`config.mk`:
```
export PLATFORM = sky130hd
export DESIGN_NAME = fupa_ram
export DESIGN_NICKNAME = d
export VERILOG_FILES = /design/src/sv/fupa_ram.sv
export SDC_FILE = /design/constraint.sdc
export NUM_CORES = 2
export LEC_CHECK = 0
export BUFFER_PORTS_ARGS = -buffer_cell sky130_fd_sc_hd__buf_2
export CORE_UTILIZATION = 55
export CTS_BUF_LIST = sky130_fd_sc_hd__clkbuf_16
export DETAILED_ROUTE_END_ITERATION = 6
export PLACE_DENSITY_LB_ADDON = 0.2
export SLEW_MARGIN = 20
export SYNTH_ARGS = -nofsm -noshare
export SYNTH_HDL_FRONTEND = slang
export SYNTH_SLANG_ARGS = --single-unit
```
`constraint.sdc`:
```
create_clock -name clk -period 4.2 [get_ports clk]
set_input_delay 0.84 -clock clk [delete_from_list [all_inputs] [get_ports clk]]
set_output_delay 0.84 -clock clk [all_outputs]
set_load 0.005 [all_outputs]
```
`src/sv/fupa_ram.sv`:
```
`timescale 1ns / 1ps
// ----------------------------------------------------------------------------
// fupa_ram
// Generic single-write, single-read synchronous RAM with registered read data.
// ----------------------------------------------------------------------------
module fupa_ram #(
    parameter int WIDTH = 8,
    parameter int DEPTH = 256
) (
    input  logic                     clk,
    input  logic                     we,
    input  logic [$clog2(DEPTH)-1:0] waddr,
    input  logic [WIDTH-1:0]         wdata,
    input  logic [$clog2(DEPTH)-1:0] raddr,
    output logic [WIDTH-1:0]         rdata
);

    logic [WIDTH-1:0] mem [DEPTH];

    always_ff @(posedge clk)
    begin
        if (we)
        begin
            mem[waddr] <= wdata;
        end
        rdata <= mem[raddr];
    end

endmodule

```
==> metrics.txt <==
# TYPE chip_impl_metric gauge
chip_impl_metric{name="postSynthRegisterBits",unit=""} 2056
chip_impl_metric{name="cts.repair.resized",unit=""} 0
chip_impl_metric{name="grt_pass1_wl",unit="mm"} 278
chip_impl_metric{name="ys_async_sr_fraction",unit="%"} 0
chip_impl_metric{name="maximum_clock_rate",unit="GHz"} 0.283
chip_impl_metric{name="worstHoldPathCells",unit=""} 1
chip_impl_metric{name="h_tree_levels",unit=""} 4
chip_impl_metric{name="total_switching_power",unit="mW"} 8.81
chip_impl_metric{name="coreArea",unit="mm²"} 0.143
chip_impl_metric{name="p_per_area",unit="mW/mm²"} 465
chip_impl_metric{name="post-route-drc-count",unit=""} 0
chip_impl_metric{name="detail_route.iter0.violations",unit=""} 5014
chip_impl_metric{name="fraction_of_synthesized_cell_area_in_xor_and_xnor_cells",unit="%"} 0
chip_impl_metric{name="synthesis.instances",unit=""} 3733
chip_impl_metric{name="internal_power",unit="mW"} 33.1
chip_impl_metric{name="dr_total_vias",unit=""} 39600
chip_impl_info{name="hp-class",value="in -> reg"} 1
chip_impl_metric{name="final.min_clock_period",unit="ns"} 3.54
chip_impl_metric{name="antenna_violations_before_repair",unit=""} 11
chip_impl_metric{name="final.fill_count",unit=""} 9757
chip_impl_metric{name="regToRegSetupSlack",unit="ns"} 1.20
chip_impl_metric{name="final-seq-area",unit="mm²"} 0.0617
chip_impl_info{name="clock_tree_from_tritoncts",value="done"} 1
chip_impl_metric{name="synth-warning-count",unit=""} 0
chip_impl_metric{name="finalHoldViolations",unit=""} 0
chip_impl_metric{name="timing.critical_path.required",unit="ns"} 4.92
chip_impl_metric{name="gr-total-overflow",unit=""} 0
chip_impl_metric{name="tritoncts.num_buffers",unit=""} 198
chip_impl_metric{name="synthToLayoutAreaGrowth",unit="%"} 13.2
chip_impl_metric{name="max_capacitance_violation_count",unit=""} 0
chip_impl_metric{name="synth-compound-area-share",unit="%"} 3.42
chip_impl_info{name="hold_path_end",value="mem[62][7]"} 1
chip_impl_metric{name="firstDrtPassIters",unit=""} 5
chip_impl_metric{name="post-cts-setup-buffers",unit=""} 0
chip_impl_metric{name="drt-wirelength-per-cell",unit="µm"} 31.5
chip_impl_metric{name="power.combinational.fraction",unit="%"} 5.1
chip_impl_metric{name="dp.cells",unit=""} 5761
chip_impl_info{name="synth_top_family_by_area",value="multiplexers"} 1
chip_impl_info{name="rr_startpoint",value="mem[27][5]"} 1
chip_impl_metric{name="leak_pwr",unit="nW"} 28.5
chip_impl_metric{name="rows",unit=""} 139
chip_impl_metric{name="yosys.area_share.simple",unit="%"} 2.63
chip_impl_metric{name="multiInputGateArea",unit="mm²"} 0.0165
chip_impl_metric{name="layout.core_utilization",unit="%"} 62.7
chip_impl_metric{name="worst-slew-pin-transition",unit="ns"} 1.09
chip_impl_metric{name="ratio_of_cells_with_drive_above_1_in_the_final_layout",unit="%"} 26.0
chip_impl_metric{name="slew_headroom",unit="%"} 26.7
chip_impl_info{name="crit_type",value="in -> reg"} 1
chip_impl_metric{name="setup_viol",unit=""} 0
chip_impl_metric{name="largest_net_degree_at_the_start_of_global_routing",unit=""} 132
chip_impl_metric{name="place.gp.congestion",unit=""} 0.886
chip_impl_metric{name="clock-skew-final",unit="ns"} 0.0329
chip_impl_metric{name="grt_pass1_vias",unit=""} 39300
chip_impl_info{name="critPathCaptureType",value="register"} 1
chip_impl_metric{name="floorplan.initialDensity",unit="%"} 55.4
chip_impl_metric{name="synth_seq_area_share",unit="%"} 77.5
chip_impl_metric{name="mean_instance_size_in_the_synthesized_netlist",unit="µm²"} 21.3
chip_impl_metric{name="power.share.sequential",unit="%"} 54.1
chip_impl_metric{name="place_hpwl",unit="mm"} 119
chip_impl_metric{name="clk_latency",unit="ns"} 0.83
chip_impl_metric{name="crit_path_max_fanout",unit=""} 67
chip_impl_metric{name="syn_nets",unit=""} 3759
chip_impl_metric{name="r2r.worst_path.cells",unit=""} 7
chip_impl_metric{name="number_of_enable_flip_flop_cells_after_synthesis",unit=""} 2048
chip_impl_info{name="worst_hold_startpoint",value="wdata[7]"} 1
chip_impl_info{name="status",value="finished clean"} 1
chip_impl_metric{name="max-clock-path-buffers",unit=""} 3
chip_impl_metric{name="sum_of_internal_switching_and_leakage_power",unit="mW"} 41.9
chip_impl_metric{name="drt-vias-per-instance",unit=""} 6.46
chip_impl_metric{name="fp.dieArea",unit="mm²"} 0.146
chip_impl_metric{name="fp.dieW",unit="µm"} 382
chip_impl_metric{name="synth-adder-area-share",unit="%"} 0
chip_impl_metric{name="fin_nets",unit=""} 4084
chip_impl_metric{name="layout_worst_path_cycle_share",unit="%"} 84.2
chip_impl_metric{name="cts_hold_buf",unit=""} 0
chip_impl_metric{name="timing.final.max_slew_violations",unit=""} 0
chip_impl_metric{name="place.port_buffers",unit=""} 33
chip_impl_metric{name="finalNonFillerCells",unit=""} 6122
chip_impl_metric{name="cts_sinks",unit=""} 2056
chip_impl_info{name="cts-root-buf",value="clkbuf_16"} 1
chip_impl_metric{name="syn-cell-area",unit="mm²"} 0.0796
chip_impl_metric{name="hold-worst-slack",unit="ns"} 0.491
chip_impl_metric{name="postRouteAntennaNets",unit=""} 0
chip_impl_info{name="synth_ff_type",value="edfxtp_1"} 1
chip_impl_metric{name="fp.dieH",unit="µm"} 382
chip_impl_metric{name="power.share.switching",unit="%"} 21.0
chip_impl_metric{name="all_layer_global_routing_usage",unit="%"} 26.9
chip_impl_info{name="crit_path_start_kind",value="input pin"} 1
chip_impl_metric{name="totalNegativeSetupSlack",unit="ns"} 0
chip_impl_metric{name="worst-endpoint-arrival",unit="ns"} 4.26
chip_impl_metric{name="synthDistinctLibCells",unit=""} 55
chip_impl_metric{name="proportion_of_power_drawn_by_the_clock_network",unit="%"} 40.8
chip_impl_metric{name="clk_pin_slew_worst_paths",unit="ns"} 0.06
chip_impl_metric{name="ios",unit=""} 34
chip_impl_info{name="rr_endpoint",value="rdata[5]"} 1
chip_impl_metric{name="post_synth_mux_area_share",unit="%"} 14.6
chip_impl_metric{name="worst_ir_drop_vdd",unit="µV"} 372
chip_impl_metric{name="drt-total-wl",unit="mm"} 193
chip_impl_info{name="rsz0062_at_grt",value="false"} 1
## sequential cells by signal (all words and copies together) (netlist names)
signal,flops
rdata,8
mem,2048
## through the flow
| stage | instance area, µm² | setup WS, ns |
|---|---|---|
| after floorplan | 79600 | 1.42 |
| after global placement | 83800 | -0.127 |
| after detailed placement | 83800 | -0.118 |
| after CTS | 90000 | 0.756 |
| after global routing | 90000 | 0.664 |
| final | 90000 | 0.662 |
## cell type report
type / instances / area share (%)
flip-flops and latches: 2056 / 68.5
multi-input cells: 1442 / 18.3
clock buffers: 205 / 5.70
repair buffers: 358 / 3.60
well taps: 1903 / 2.64
clock inverters: 150 / 1.22
diodes: 6 / 0.0167
inverters: 2 / 0.00834
## cells by family (layout without fill, tap and decap cells)
group | Yosys count | in the layout
AND/OR/NAND/NOR | 466 | 466
multiplexers | 591 | 591
flip-flops | 2056 | 2056
buffers and inverters | 235 | 715
AO/OA/AOI/OAI | 385 | 385
other | 0 | 6
## synth_stat cells (all sizes together), types with 2 or more instances
library cell,instances,area share [%]
o211ai,10,0.094
o32ai,5,0.064
nand3b,2,0.019
a221oi,14,0.16
and2,6,0.047
a31oi,2,0.016
mux4,456,13
nand2,33,0.16
o22ai,28,0.22
and3b,2,0.022
a211oi,16,0.15
nor2b,31,0.24
nand2b,8,0.063
a22o,8,0.088
o21ai,12,0.075
a21oi,96,0.60
o22a,5,0.055
clkbuf,111,0.52
nor2,282,1.3
nand3,34,0.21
mux2i,134,1.7
a22oi,133,1.3
buf,122,1.3
nor3,22,0.14
a311oi,2,0.022
nor4,27,0.24
or2,4,0.031
a2111oi,5,0.066
o221ai,47,0.53
nand4,10,0.079
edfxtp,2048,77
dfxtp,8,0.20
## power groups by stage
stage	Clock, mW	Sequential (mW)	Combinational (mW)
after floorplan	0	23.1	1.10
after global placement	0	23.1	2.09
after detailed placement	0	23.1	2.12
after CTS	17.3	22.7	2.13
after global routing	18.1	22.6	2.23
final	17.1	22.7	2.13
## metal layers
layer,track usage (%),part of all wire (%),vias up
met5,0.198,0.047,-
met4,8.99,3.0,10
met3,6.26,9.5,302
met2,40.9,47,1955
met1,38.7,40,20900
li1,-,-,16400
## critical path: stages
cell and delay, ns:
buf_8 0.46, buf_12 0.41, nand3b_1 0.42, buf_4 0.26
o221ai_1 0.16, a21oi_1 0.20, a21oi_1 0.08, nor4_1 0.95
buf_4 0.25, nor4_2 0.04
## layout by cell type, fill, tap and decap left out, drive strengths merged, types with 2 or more instances in the layout
| cell type | count |
|---|---|
| nand2 | 33 |
| or2 | 4 |
| bufinv | 15 |
| clkinv | 88 |
| o22ai | 28 |
| mux2i | 134 |
| nand3b | 2 |
| nand4 | 10 |
| nand3 | 34 |
| nor3 | 22 |
| inv | 48 |
| nor4 | 27 |
| o221ai | 47 |
| dfxtp | 8 |
| diode | 6 |
| buf | 354 |
| o22a | 5 |
| a211oi | 16 |
| a22o | 8 |
| a221oi | 14 |
| a21oi | 96 |
| a31oi | 2 |
| and2 | 6 |
| nand2b | 8 |
| edfxtp | 2048 |
| mux4 | 456 |
| o211ai | 10 |
| and3b | 2 |
| a22oi | 133 |
| a311oi | 2 |
| o32ai | 5 |
| clkbuf | 209 |
| nor2b | 31 |
| a2111oi | 5 |
| nor2 | 282 |
| o21ai | 12 |
## worst max-delay path by stage
stage	start	to	depth (start not counted)
after floorplan	raddr[0]	rdata[2]	9
after global placement	raddr[1]	rdata[6]	10
after detailed placement	raddr[1]	rdata[6]	10
after CTS	raddr[1]	rdata[5]	9
after global routing	raddr[1]	rdata[6]	10
final	raddr[1]	rdata[6]	10
No activity file was read; power rests on OpenSTA's default activity.
